==> config.mk <==
export PLATFORM = sky130hd
export DESIGN_NAME = obd_pid_response_decoder_unit_flat
export DESIGN_NICKNAME = d
export VERILOG_FILES = /design/src/rtl/opd_pkg.sv /design/src/rtl/opd_chr_if.sv /design/src/rtl/opd_res_if.sv /design/src/rtl/obd_pid_response_decoder_unit.sv /design/src/rtl/opd_scan.sv /design/src/rtl/opd_calc.sv /design/src/flat_wrapper.sv
export VERILOG_INCLUDE_DIRS = /design/src /design/src/rtl
export SDC_FILE = /design/constraint.sdc
export NUM_CORES = 1
export LEC_CHECK = 0
export BUFFER_PORTS_ARGS = -buffer_cell sky130_fd_sc_hd__buf_2
export CAP_MARGIN = 20
export CELL_PAD_IN_SITES_DETAIL_PLACEMENT = 2
export CELL_PAD_IN_SITES_GLOBAL_PLACEMENT = 2
export CORE_ASPECT_RATIO = 1.1
export CORE_UTILIZATION = 39
export CTS_BUF_LIST = sky130_fd_sc_hd__clkbuf_16
export DETAILED_ROUTE_END_ITERATION = 10
export PLACE_DENSITY = 0.89
export SLEW_MARGIN = 15
export SYNTH_ARGS = -nofsm -noshare
export SYNTH_HDL_FRONTEND = slang
export SYNTH_SLANG_ARGS = --single-unit
==> constraint.sdc <==
create_clock -name i_clk -period 11.6 [get_ports i_clk]
set_input_delay 2.32 -clock i_clk [delete_from_list [all_inputs] [get_ports i_clk]]
set_output_delay 2.32 -clock i_clk [all_outputs]
set_load 0.02 [all_outputs]
==> src/rtl/assert_macros.svh <==
// ------------------------------------------------------------------------
// assert_macros.svh
// shared concurrent assertion macros, clocked on i_clk, off during reset
// ------------------------------------------------------------------------
`ifndef ASSERT_MACROS_SVH
`define ASSERT_MACROS_SVH

// same-cycle implication
`define OPD_ASSERT_IMP(lbl, ante, cons, msg) \
    lbl: assert property (@(posedge i_clk) disable iff (!i_rst_n) (ante) |-> (cons)) \
        else $error(msg);

// next-cycle implication
`define OPD_ASSERT_NXT(lbl, ante, cons, msg) \
    lbl: assert property (@(posedge i_clk) disable iff (!i_rst_n) (ante) |=> (cons)) \
        else $error(msg);

`endif

==> src/rtl/opd_pkg.sv <==
// ------------------------------------------------------------------------
// opd_pkg
// shared types, constants and helper functions of the pid response decoder
// ------------------------------------------------------------------------
package opd_pkg;

    // response length limit and length counter sizing
    localparam int MAX_RESPONSE = 128;
    localparam int LEN_W        = $clog2(MAX_RESPONSE + 1);
    localparam logic [LEN_W-1:0] LEN_MAX = LEN_W'(MAX_RESPONSE);

    // field widths
    localparam int CH_W    = 8;
    localparam int SEL_W   = 3;
    localparam int VALUE_W = 17;
    localparam int CNT_W   = 7;
    localparam int KEEP_DEPTH = 5;

    localparam logic [CNT_W-1:0] KEEP_LIMIT = CNT_W'(KEEP_DEPTH);
    localparam logic [CNT_W-1:0] COUNT_MAX  = 7'd127;
    localparam logic [CNT_W-1:0] NEED_LONG  = 7'd5;
    localparam logic [CNT_W-1:0] NEED_SHORT = 7'd2;

    // header match progress codes
    localparam logic [2:0] MATCH_IDLE = 3'd0;
    localparam logic [2:0] MATCH_ONE  = 3'd1;
    localparam logic [2:0] MATCH_LAST = 3'd4;
    localparam logic [2:0] MATCH_STOP = 3'd7;

    // characters of interest
    localparam logic [7:0] CH_NUL   = 8'h00;
    localparam logic [7:0] CH_FOUR  = 8'h34;
    localparam logic [7:0] CH_ONE   = 8'h31;
    localparam logic [7:0] CH_SPACE = 8'h20;
    localparam logic [7:0] CH_PROMPT = 8'h3E;

    // requested pid codes
    typedef enum logic [SEL_W-1:0] {
        PID_RPM      = 3'd0,
        PID_SPEED    = 3'd1,
        PID_COOLANT  = 3'd2,
        PID_LOAD     = 3'd3,
        PID_FUEL     = 3'd4,
        PID_THROTTLE = 3'd5,
        PID_INTAKE   = 3'd6,
        PID_MAF      = 3'd7
    } t_pid;

    // last two characters of each pid, as they appear in the header
    localparam logic [7:0] PID_HI [8] = '{8'h30, 8'h30, 8'h30, 8'h30,
                                          8'h32, 8'h31, 8'h30, 8'h31};
    localparam logic [7:0] PID_LO [8] = '{8'h43, 8'h44, 8'h35, 8'h34,
                                          8'h46, 8'h31, 8'h46, 8'h30};

    // final view of one response, scanner to value decoder
    typedef struct packed {
        logic                  hdr_found;
        logic                  len_ok;
        logic [CNT_W-1:0]      data_count;
        logic [KEEP_DEPTH-1:0][CH_W-1:0] chars;
    } t_scan_view;

    // whitespace, prompt or nul
    function automatic logic is_trim(input logic [7:0] c);
        return (c == CH_NUL) || (c == CH_PROMPT) || (c == CH_SPACE) ||
               (c == 8'h09) || (c == 8'h0A) || (c == 8'h0B) ||
               (c == 8'h0C) || (c == 8'h0D);
    endfunction

    // hex digit: {ok, nibble}
    function automatic logic [4:0] hex_digit(input logic [7:0] c);
        logic [4:0] d;
        d = 5'd0;
        if (c >= 8'h30 && c <= 8'h39)
            d = {1'b1, 4'(c - 8'h30)};
        else if (c >= 8'h41 && c <= 8'h46)
            d = {1'b1, 4'(c - 8'h37)};
        else if (c >= 8'h61 && c <= 8'h66)
            d = {1'b1, 4'(c - 8'h57)};
        return d;
    endfunction

    // two characters to a byte; the digit run stops at a non-hex character
    function automatic logic [7:0] hex_byte(input logic [7:0] c0, input logic [7:0] c1);
        logic [4:0] d0;
        logic [4:0] d1;
        logic [7:0] res;
        d0 = hex_digit(c0);
        d1 = hex_digit(c1);
        if (!d0[4])
            res = 8'd0;
        else if (!d1[4])
            res = {4'd0, d0[3:0]};
        else
            res = {d0[3:0], d1[3:0]};
        return res;
    endfunction

endpackage

==> src/rtl/opd_chr_if.sv <==
// ------------------------------------------------------------------------
// opd_chr_if
// character channel: one response character per transaction
// ------------------------------------------------------------------------
interface opd_chr_if import opd_pkg::*; ();
    logic             valid;
    logic             ready;
    logic [CH_W-1:0]  ch;
    logic             last;
    logic [SEL_W-1:0] pid_sel;

    modport source (output valid, output ch, output last, output pid_sel, input ready);
    modport sink   (input valid, input ch, input last, input pid_sel, output ready);
endinterface

==> src/rtl/opd_res_if.sv <==
// ------------------------------------------------------------------------
// opd_res_if
// result channel: one decoded value per transaction
// ------------------------------------------------------------------------
interface opd_res_if import opd_pkg::*; ();
    logic                      valid;
    logic                      ready;
    logic                      valid_res;
    logic [SEL_W-1:0]          pid_out;
    logic signed [VALUE_W-1:0] value;

    modport source (output valid, output valid_res, output pid_out, output value,
                    input ready);
    modport sink   (input valid, input valid_res, input pid_out, input value,
                    output ready);
endinterface

==> src/rtl/obd_pid_response_decoder_unit.sv <==
// ------------------------------------------------------------------------
// obd_pid_response_decoder_unit
// decodes one mode 01 pid response, given as ascii characters, to a value
// ------------------------------------------------------------------------
// The unit takes one response character per cycle on i_chr and gives one
// result transaction on o_res for each character marked last. Each
// character passes an input register and then a single pass of scan logic
// that updates the response state; on the final character the same pass
// converts the captured data and loads the result register. Throughput
// is one character per cycle; input stalls only while a final character
// waits for the result register to be taken.
// ------------------------------------------------------------------------
`include "assert_macros.svh"

module obd_pid_response_decoder_unit import opd_pkg::*; (
    input  logic      i_clk,
    input  logic      i_rst_n,
    opd_chr_if.sink   i_chr,
    opd_res_if.source o_res
);

    logic             r_s1_valid;
    logic [CH_W-1:0]  r_s1_ch;
    logic             r_s1_last;
    logic [SEL_W-1:0] r_s1_sel;
    logic             out_free;
    logic             s1_move;
    logic             in_ready;
    t_scan_view       view;

    // stage advance: a final character needs the result register
    assign s1_move  = r_s1_valid && (!r_s1_last || out_free);
    assign in_ready = !r_s1_valid || s1_move;
    assign i_chr.ready = in_ready;

    // input register
    always_ff @(posedge i_clk) begin
        if (!i_rst_n) begin
            r_s1_valid <= 1'b0;
        end else if (in_ready) begin
            r_s1_valid <= i_chr.valid;
        end
    end

    always_ff @(posedge i_clk) begin
        if (in_ready && i_chr.valid) begin
            r_s1_ch   <= i_chr.ch;
            r_s1_last <= i_chr.last;
            r_s1_sel  <= i_chr.pid_sel;
        end
    end

    // response scanner
    opd_scan u_scan (
        .i_clk   (i_clk),
        .i_rst_n (i_rst_n),
        .i_adv   (s1_move),
        .i_ch    (r_s1_ch),
        .i_last  (r_s1_last),
        .i_sel   (r_s1_sel),
        .o_view  (view)
    );

    // value decoder and result register
    opd_calc u_calc (
        .i_clk   (i_clk),
        .i_rst_n (i_rst_n),
        .i_load  (s1_move && r_s1_last),
        .i_sel   (r_s1_sel),
        .i_view  (view),
        .o_free  (out_free),
        .o_res   (o_res)
    );

    `OPD_ASSERT_IMP(a_stall_only_on_last, !in_ready, r_s1_valid && r_s1_last,
        "input stalled without a pending final character")
    `OPD_ASSERT_IMP(a_rose_after_last, $rose(o_res.valid),
        $past(r_s1_valid && r_s1_last),
        "result appeared without a final character")
    `OPD_ASSERT_IMP(a_invalid_zero, o_res.valid && !o_res.valid_res, o_res.value == '0,
        "invalid result carries a nonzero value")

endmodule

==> src/rtl/opd_scan.sv <==
// ------------------------------------------------------------------------
// opd_scan
// per-character header search, data capture and length tracking
// ------------------------------------------------------------------------
`include "assert_macros.svh"

module opd_scan import opd_pkg::*; (
    input  logic             i_clk,
    input  logic             i_rst_n,
    input  logic             i_adv,
    input  logic [CH_W-1:0]  i_ch,
    input  logic             i_last,
    input  logic [SEL_W-1:0] i_sel,
    output t_scan_view       o_view
);

    logic [2:0]        r_match_pos, n_match_pos;
    logic              r_hdr_found, n_hdr_found;
    logic [CNT_W-1:0]  r_data_count, n_data_count;
    logic [CNT_W-1:0]  r_kept_count, n_kept_count;
    logic [LEN_W-1:0]  r_length_count, n_length_count;
    logic [CH_W-1:0]   r_chars [KEEP_DEPTH];
    logic [CH_W-1:0]   n_chars [KEEP_DEPTH];
    logic [CH_W-1:0]   hdr_char;

    // expected header character at the current match position
    always_comb begin
        case (r_match_pos)
            3'd0:    hdr_char = CH_FOUR;
            3'd1:    hdr_char = CH_ONE;
            3'd2:    hdr_char = CH_SPACE;
            3'd3:    hdr_char = PID_HI[i_sel];
            default: hdr_char = PID_LO[i_sel];
        endcase
    end

    // next state for the character in the input register
    always_comb begin
        n_match_pos    = r_match_pos;
        n_hdr_found    = r_hdr_found;
        n_data_count   = r_data_count;
        n_kept_count   = r_kept_count;
        n_length_count = r_length_count;
        n_chars        = r_chars;
        if (r_length_count < LEN_MAX) begin
            n_length_count = r_length_count + 1'b1;
        end
        if (r_match_pos != MATCH_STOP) begin
            if (i_ch == CH_NUL) begin
                n_match_pos = MATCH_STOP;
            end else if (!r_hdr_found) begin
                if (i_ch == hdr_char) begin
                    if (r_match_pos == MATCH_LAST) begin
                        n_hdr_found = 1'b1;
                        n_match_pos = MATCH_IDLE;
                    end else begin
                        n_match_pos = r_match_pos + 1'b1;
                    end
                end else begin
                    n_match_pos = (i_ch == CH_FOUR) ? MATCH_ONE : MATCH_IDLE;
                end
            end else if (!(r_kept_count == '0 && i_ch == CH_SPACE)) begin
                if (r_kept_count < KEEP_LIMIT) begin
                    n_chars[r_kept_count[2:0]] = i_ch;
                end
                if (r_kept_count < COUNT_MAX) begin
                    n_kept_count = r_kept_count + 1'b1;
                end
                if (!is_trim(i_ch)) begin
                    n_data_count = n_kept_count;
                end
            end
        end
    end

    // response state, cleared after the final character
    always_ff @(posedge i_clk) begin
        if (!i_rst_n) begin
            r_match_pos    <= MATCH_IDLE;
            r_hdr_found    <= 1'b0;
            r_data_count   <= '0;
            r_kept_count   <= '0;
            r_length_count <= '0;
        end else if (i_adv) begin
            if (i_last) begin
                r_match_pos    <= MATCH_IDLE;
                r_hdr_found    <= 1'b0;
                r_data_count   <= '0;
                r_kept_count   <= '0;
                r_length_count <= '0;
            end else begin
                r_match_pos    <= n_match_pos;
                r_hdr_found    <= n_hdr_found;
                r_data_count   <= n_data_count;
                r_kept_count   <= n_kept_count;
                r_length_count <= n_length_count;
            end
        end
    end

    // captured data characters, no reset
    always_ff @(posedge i_clk) begin
        if (i_adv) begin
            r_chars <= n_chars;
        end
    end

    // view of the response including the current character
    always_comb begin
        o_view.hdr_found  = n_hdr_found;
        o_view.len_ok     = (n_length_count < LEN_MAX);
        o_view.data_count = n_data_count;
        for (int k = 0; k < KEEP_DEPTH; k++) begin
            o_view.chars[k] = n_chars[k];
        end
    end

    `OPD_ASSERT_NXT(a_clear_after_last, i_adv && i_last,
        r_kept_count == '0 && r_length_count == '0 && !r_hdr_found,
        "response state not cleared after final character")
    `OPD_ASSERT_IMP(a_data_le_kept, 1'b1, r_data_count <= r_kept_count,
        "significant data count exceeds kept count")

endmodule

==> src/rtl/opd_calc.sv <==
// ------------------------------------------------------------------------
// opd_calc
// byte conversion, per-pid scaling and the result register
// ------------------------------------------------------------------------
module opd_calc import opd_pkg::*; (
    input  logic             i_clk,
    input  logic             i_rst_n,
    input  logic             i_load,
    input  logic [SEL_W-1:0] i_sel,
    input  t_scan_view       i_view,
    output logic             o_free,
    opd_res_if.source        o_res
);

    logic [7:0]          byte_a;
    logic [7:0]          byte_b;
    logic                need_long;
    logic                ok;
    logic [14:0]         pct_prod;
    logic [15:0]         pct_x1;
    logic [16:0]         pct_sum;
    logic [7:0]          pct_q;
    logic [VALUE_W-1:0]  n_value;

    logic                r_valid;
    logic                r_valid_res;
    logic [SEL_W-1:0]    r_pid;
    logic [VALUE_W-1:0]  r_value;

    // data bytes from the captured characters
    assign byte_a = hex_byte(i_view.chars[0], i_view.chars[1]);
    assign byte_b = hex_byte(i_view.chars[3], i_view.chars[4]);

    // validity of the response
    assign need_long = (t_pid'(i_sel) == PID_RPM) || (t_pid'(i_sel) == PID_MAF);
    assign ok = i_view.hdr_found && i_view.len_ok &&
                (i_view.data_count >= (need_long ? NEED_LONG : NEED_SHORT));

    // a*100/255 via reciprocal: q = (x+1 + ((x+1)>>8)) >> 8
    assign pct_prod = 15'(byte_a) * 15'd100;
    assign pct_x1   = 16'(pct_prod) + 16'd1;
    assign pct_sum  = 17'(pct_x1) + 17'(pct_x1[15:8]);
    assign pct_q    = pct_sum[15:8];

    // per-pid scaling
    always_comb begin
        n_value = '0;
        if (ok) begin
            case (t_pid'(i_sel))
                PID_RPM, PID_MAF:        n_value = {1'b0, byte_a, byte_b};
                PID_SPEED:               n_value = VALUE_W'(byte_a);
                PID_COOLANT, PID_INTAKE: n_value = VALUE_W'(byte_a) - 17'd40;
                PID_LOAD, PID_FUEL, PID_THROTTLE: n_value = VALUE_W'(pct_q);
                default:                 n_value = '0;
            endcase
        end
    end

    assign o_free = !r_valid || o_res.ready;

    // result register
    always_ff @(posedge i_clk) begin
        if (!i_rst_n) begin
            r_valid <= 1'b0;
        end else if (o_free) begin
            r_valid <= i_load;
        end
    end

    always_ff @(posedge i_clk) begin
        if (o_free && i_load) begin
            r_valid_res <= ok;
            r_pid       <= i_sel;
            r_value     <= n_value;
        end
    end

    assign o_res.valid     = r_valid;
    assign o_res.valid_res = r_valid_res;
    assign o_res.pid_out   = r_pid;
    assign o_res.value     = $signed(r_value);

endmodule
==> src/flat_wrapper.sv <==
// flat-port wrapper written by rule: the top's interface ports become plain ports
module obd_pid_response_decoder_unit_flat import opd_pkg::*;
  (i_clk, i_rst_n, i_chr_valid, i_chr_ch, i_chr_last, i_chr_pid_sel, i_chr_ready, o_res_valid, o_res_valid_res, o_res_pid_out, o_res_value, o_res_ready);
  opd_chr_if i_chr_i ();
  opd_res_if o_res_i ();
  input  logic i_clk;
  input  logic i_rst_n;
  input wire logic [$bits(i_chr_i.valid)-1:0] i_chr_valid;
  input wire logic [$bits(i_chr_i.ch)-1:0] i_chr_ch;
  input wire logic [$bits(i_chr_i.last)-1:0] i_chr_last;
  input wire logic [$bits(i_chr_i.pid_sel)-1:0] i_chr_pid_sel;
  output wire logic [$bits(i_chr_i.ready)-1:0] i_chr_ready;
  output wire logic [$bits(o_res_i.valid)-1:0] o_res_valid;
  output wire logic [$bits(o_res_i.valid_res)-1:0] o_res_valid_res;
  output wire logic [$bits(o_res_i.pid_out)-1:0] o_res_pid_out;
  output wire logic [$bits(o_res_i.value)-1:0] o_res_value;
  input wire logic [$bits(o_res_i.ready)-1:0] o_res_ready;
  assign i_chr_i.valid = i_chr_valid;
  assign i_chr_i.ch = i_chr_ch;
  assign i_chr_i.last = i_chr_last;
  assign i_chr_i.pid_sel = i_chr_pid_sel;
  assign i_chr_ready = i_chr_i.ready;
  assign o_res_valid = o_res_i.valid;
  assign o_res_valid_res = o_res_i.valid_res;
  assign o_res_pid_out = o_res_i.pid_out;
  assign o_res_value = o_res_i.value;
  assign o_res_i.ready = o_res_ready;
  obd_pid_response_decoder_unit u_core (.i_clk(i_clk), .i_rst_n(i_rst_n), .i_chr(i_chr_i), .o_res(o_res_i));
endmodule
Word-level counts from Yosys, hierarchy flattened:

Memories as Yosys holds them, arrays and structs flattened.
Cells that the tools add are included.

* add/sub/neg operators: 18
* $mul: 1
* magnitude comparators: 32
* equal/unequal tests: 24
* multiplexer cells: 58
* bitwise operators: 4
* reduce and logical (&&, ||, !) cells: 46

Operator list (count)
* $mux 40: 5
* $mux 8: 11
* $mux 7: 12
* $pmux 17 s4: 1
* $ge 8x7->1 const B: 8
* $le 8x7->1 const B: 8
* $mux 5: 12
* $bwmux 40: 1
* $eq 8x4->1 const B: 5
* $ge 8x6->1 const B: 4
* $le 8x6->1 const B: 4
* $pmux 8 s4: 1
* $sub 4x3->4 const B: 8
* $demux 8 s3: 1
* $eq 8x6->1 const B: 3
* $mux 3: 7
* $logic_and 1x1->1: 20
* $add 15x1->16 const B: 1
* $add 16x8->16: 1
* $lt 8x8->1 const B: 2
* $sub 4x1->4 const B: 4
* $eq 3x3->1 const B: 5
* $mul 8x5->13 const B: 1
* $eq 3x2->1 const B: 4
* 28 further kinds: 54

* register bits: 101
* ROM bits: 128
* input port bits: 16
* output and inout port bits: 23
* logic and storage cells: 203
* memories: 2

Memories
* (no name shown): depth 8, bits a word 8, read ports 1, clocked after memory_dff 0, write ports 0, line opd_scan.sv:33 `default: hdr_char = PID_LO[i_sel];`
* (no name shown): depth 8, bits a word 8, read ports 1, clocked after memory_dff 0, write ports 0, line opd_scan.sv:32 `3'd3: hdr_char = PID_HI[i_sel];`

Logic depth before layout (Yosys ltp):

* depth in word-level cells: 22
* gate-level depth with buffers: 41
* depth with buffers taken out: 37

By module:

A second synthesis with hierarchy kept.

* cells, all modules: 691
* area total of the unflattened synthesis: 7058.0 um2

Modules (own cells, without submodules)
* opd_scan: instances 1, cells an instance 337, area an instance 3623.5 um2, sequential area each 1721.7 um2
* opd_calc: instances 1, cells an instance 334, area an instance 2991.6 um2, sequential area each 650.6 um2
* obd_pid_response_decoder_unit: instances 1, cells an instance 20, area an instance 442.9 um2, sequential area each 380.4 um2

Worst setup path before layout:

No wires, ideal clock.

* path type: register to register
* start: register u_core.u_scan.r_match_pos[0]
* end: register u_core.u_calc.r_value[6], in the netlist u_core.u_calc.o_res.value[6], data pin
* library setup time: 0.283 ns
* arrival time: 8.131 ns
* required time: 11.317 ns
* slack: 3.186 ns
* stages on the path, launching flop included: 38
* path buffers: 3
* period minus slack after synthesis: 8.414 ns
* path through: dfxtp_1 -> ha_1 -> ha_1 -> or4b_2 -> nor3_4 -> nand2_1 -> clkbuf_1 -> a21oi_1 -> inv_1 -> ha_1 -> o21bai_1 -> a21oi_1 -> o21ai_0 -> o22a_1 -> o21ai_1 -> a2111oi_1 -> ha_1 -> ha_1 -> [... 2 more ...] -> inv_1 -> ha_1 -> clkbuf_1 -> a211oi_1 -> o21ai_0 -> a21o_1 -> a211oi_1 -> nor2_1 -> ha_1 -> nand2_1 -> or2_2 -> nand3_1 -> and4_1 -> clkbuf_1 -> a311o_1 -> a21boi_0 -> a221oi_1 -> o22ai_1

RTL lines
* from (decl): line opd_scan.sv:17 `logic [2:0] r_match_pos, n_match_pos;`
* from (signal assigned): line opd_scan.sv:92 `r_match_pos <= n_match_pos;`
* to (signal assigned): line opd_calc.sv:74 `r_value <= n_value;`
* to (decl): line opd_calc.sv:28 `logic [VALUE_W-1:0] r_value;`

==> flow_summary.ini <==
[logic_synthesis]
yosysWarnings = 0
avgSynthCellArea_sq_um = 8.871
synth_seq_cells = 93
yosys.cell_types.count = 82
synth-main-ff-cell = edfxtp_1
synth.net_count = 910
synth-edff-count = 65
seq_area_frac_synth_pct = 34.12
async_flop_share_pct = 0
netlist_area_sq_mm = 0.007363
postSynthCellCount = 830

[worst_setup_path]
endpoint_kind = flip-flop
reg2reg_from = u_core.u_scan.r_kept_count[0]
critical_path_class = reg2reg
critPathArrivalTime_ps = 9650
cpMaxStageDelayCell = dfxtp_1
critical_path_depth = 34
r2r_slack_ps = 2050
r2r_cells = 34
startpoint = u_core.u_scan.r_kept_count[0]
cp_slowest_stage_delay_ps = 650
path_common_cell = ha_1
startpoint_type = flip-flop
crit_family = simple AND/OR/NAND/NOR gates
critPathBufInv = 4
cp_max_fo = 14
cp.required_ps = 11700

[routing]
wl_per_cell_um = 23.51
viasPerCell = 6.209
finalWirelength_um = 25830
routed-via-count = 6824
firstDrtPassIters = 5
ant_nets = 0
drt-initial-drc-count = 396
drc = 0

[clock_tree]
htreeDepth = 3
clockBufferDepth = 2
path_clk_slew_ps = 70
cts_tree = done
cts-root-buf = clkbuf_16
cts_buffers = 9
ctsResizeCount = 0
postCtsHoldBufs = 0
clock_latency_ps = 360
cts_sinks = 93
post_cts_buffers = 0

[placement]
gp_congestion = 0.8823
place_ws_ps = 2206
dp_hpwl_um = 19170
io_buffer_count = 38

[timing]
period_share_pct = 82.36
relSlewSlack_pct = 29.39
drv_slew = 0
finalSetupViolCount = 0
hold_violations = 0
rsz0062_at_grt = no
clock_skew_ps = 13.17
timing.fmax_mhz = 104.7
worst_slew_pin_slew_ps = 1048
finalSetupTns_ps = 0
setup_slack_ps = 2046
finalCriticalPeriod_ps = 9554

[final_layout]
drive_above_1_share_pct = 12.15
nets = 931
n_antenna_cell = 0
final-seq-area_sq_mm = 0.002512
layout.cells.most_common_list = nand2_1, edfxtp_1, ha_1, inv_1, nor2_1
final_common_cell = nand2_1
area_growth_pct = 9.363
multi_input_area_sq_mm = 0.004461
fillCellCount = 2004

[global_routing]
antenna_found_initial = 0
gr-usage-all-layers_pct = 27.33
grt_overflow = 0
grt_pass1_vias = 7496
grt_pass1_wl_um = 41230
grt_max_degree = 39

[floorplanning]
die_area_sq_mm = 0.01943
die_height_um = 146.1
ios = 39
core_sq_mm = 0.01841
start_util_pct = 39.99
num_rows = 52
die_w_um = 133.0

[power_and_ir_drop]
p_sw_uw = 201.3
clockPowerShare_pct = 40.0
switching_share_pct = 26.97
internal_power_uw = 545.2
pwr-share-comb_pct = 9.6
vdd_drop_max_mv = 0.06997
p_leak_nw = 3.251
p_per_area_mw_per_mm2 = 92.71
power_frac_seq_pct = 50.3

[min_path]
min_from = u_core.u_scan.r_length_count[6]
hold_class = reg2reg
hold_path_depth = 1

[outcome]
status = complete, no violations

[run]
maxCapViolCount = 0
-- cell type report --
| cell class | instances | share of cell area (%) |
|---|---|---|
| Tap cell | 243 | 3.776 |
| Sequential cell | 93 | 31.20 |
| Clock buffer | 10 | 3.108 |
| Inverter | 59 | 2.750 |
| Timing Repair Buffer | 49 | 3.356 |
| Multi-Input combinational cell | 639 | 55.39 |
| Clock inverter | 6 | 0.4195 |
-- kinds of logic (layout without fill, tap and decap cells) --
kind of cell    Yosys count  count (layout)  synth area share [%]
simple gates            304             304                 22.02
compound gates          220             220                 20.46
buf+inv                  98             124                 5.336
flops                    93              93                 34.12
fa+ha+maj                64              64                 11.18
mux                      31              31                 4.503
xor+xnor                 20              20                 2.379
-- cells in the mapped netlist, types with 4 or more instances --
library cell	instances	area share [%]
nand2_1	79	4.0
edfxtp_1	65	27
ha_1	61	10
inv_1	56	2.9
nor2_1	51	2.6
a21oi_1	43	2.9
o21ai_0	42	2.9
clkbuf_1	33	1.7
nand3_1	29	2.0
dfxtp_1	28	7.6
nor3_1	27	1.8
nor2b_1	21	1.8
mux2_2	17	2.6
o211ai_1	15	1.5
mux2i_1	14	1.9
nor4_1	14	1.2
a22oi_1	13	1.3
a31oi_1	11	0.93
and2_1	11	0.93
and3_1	11	0.93
xnor2_1	11	1.3
or3_1	9	0.76
xor2_1	9	1.1
a211oi_1	6	0.61
a21boi_0	6	0.61
a21o_1	6	0.61
a32oi_1	6	0.71
nand2b_1	6	0.51
o21a_1	6	0.61
o21ai_1	6	0.41
o31ai_1	6	0.61
or2_2	6	0.51
nand3b_1	5	0.51
o2111ai_1	5	0.59
or4_1	5	0.51
a211o_1	4	0.48
nand4_1	4	0.34
o21bai_1	4	0.41
-- path summary, 6_finish.rpt --
path / to
min reg2reg: u_core.u_scan.r_length_count[6]
min: u_core.u_scan.r_length_count[6]
max: u_core.u_calc.o_res.value[6]
max reg2reg: u_core.u_calc.o_res.value[6]
-- sequential cells by signal, indices dropped and copies added, names as in the netlist --
name and flops:
u_core.r_s1_last 1, u_core.u_calc.o_res.value 17, u_core.r_s1_ch 8, u_core.u_scan.r_length_count 8, u_core.u_calc.o_res.pid_out 3, u_core.r_s1_valid 1, u_core.u_scan.r_chars 32, u_core.u_scan.r_kept_count 7
u_core.r_s1_sel 3, u_core.u_scan.r_data_count 7, u_core.u_calc.o_res.valid_res 1, u_core.u_calc.o_res.valid 1, u_core.u_scan.r_match_pos 3, u_core.u_scan.r_hdr_found 1
-- power groups by stage --
stage / clock network (mW) / logic [mW] / registers, mW
4_1_cts: 0.303 / 0.0719 / 0.376
6_report: 0.299 / 0.0719 / 0.376
2_1_floorplan: 0 / 0.0459 / 0.378
5_1_grt: 0.315 / 0.0782 / 0.377
3_3_place_gp: 0 / 0.0677 / 0.382
3_5_place_dp: 0 / 0.0709 / 0.383
-- per-layer routing --
metal,share of wire [%],track usage [%],vias up
met3,4.0,3.750,54
met2,50,46.99,175
met4,2.6,10.80,0
li1,-,-,3138
met1,44,34.41,3457
met5,0,0,-
-- worst reg2reg max path: cells and delay by family (launching register included) --
kind | cells | cell delay, ps
multiplexers | 1 | 370
flip-flops | 1 | 650
AO/OA/AOI/OAI | 10 | 2800
adder cells (fa/ha/maj) | 7 | 2110
AND/OR/NAND/NOR | 12 | 2910
buffers and inverters | 4 | 480
-- per-stage QoR --
stage	std cells	total power, mW	util [%]	cell area, sq um	hold WS (ps)
2_1_floorplan	830	0.4241	-	7363	424.4
3_3_place_gp	1082	0.4501	42.17	7764	456.8
3_5_place_dp	1082	0.4538	42.17	7764	467.6
4_1_cts	1098	0.7506	43.71	8048	480.3
5_1_grt	1099	0.7698	43.73	8053	501.6
6_report	1099	0.7465	43.73	8053	481.0
Note: power is estimated with default switching activity, not from simulation.
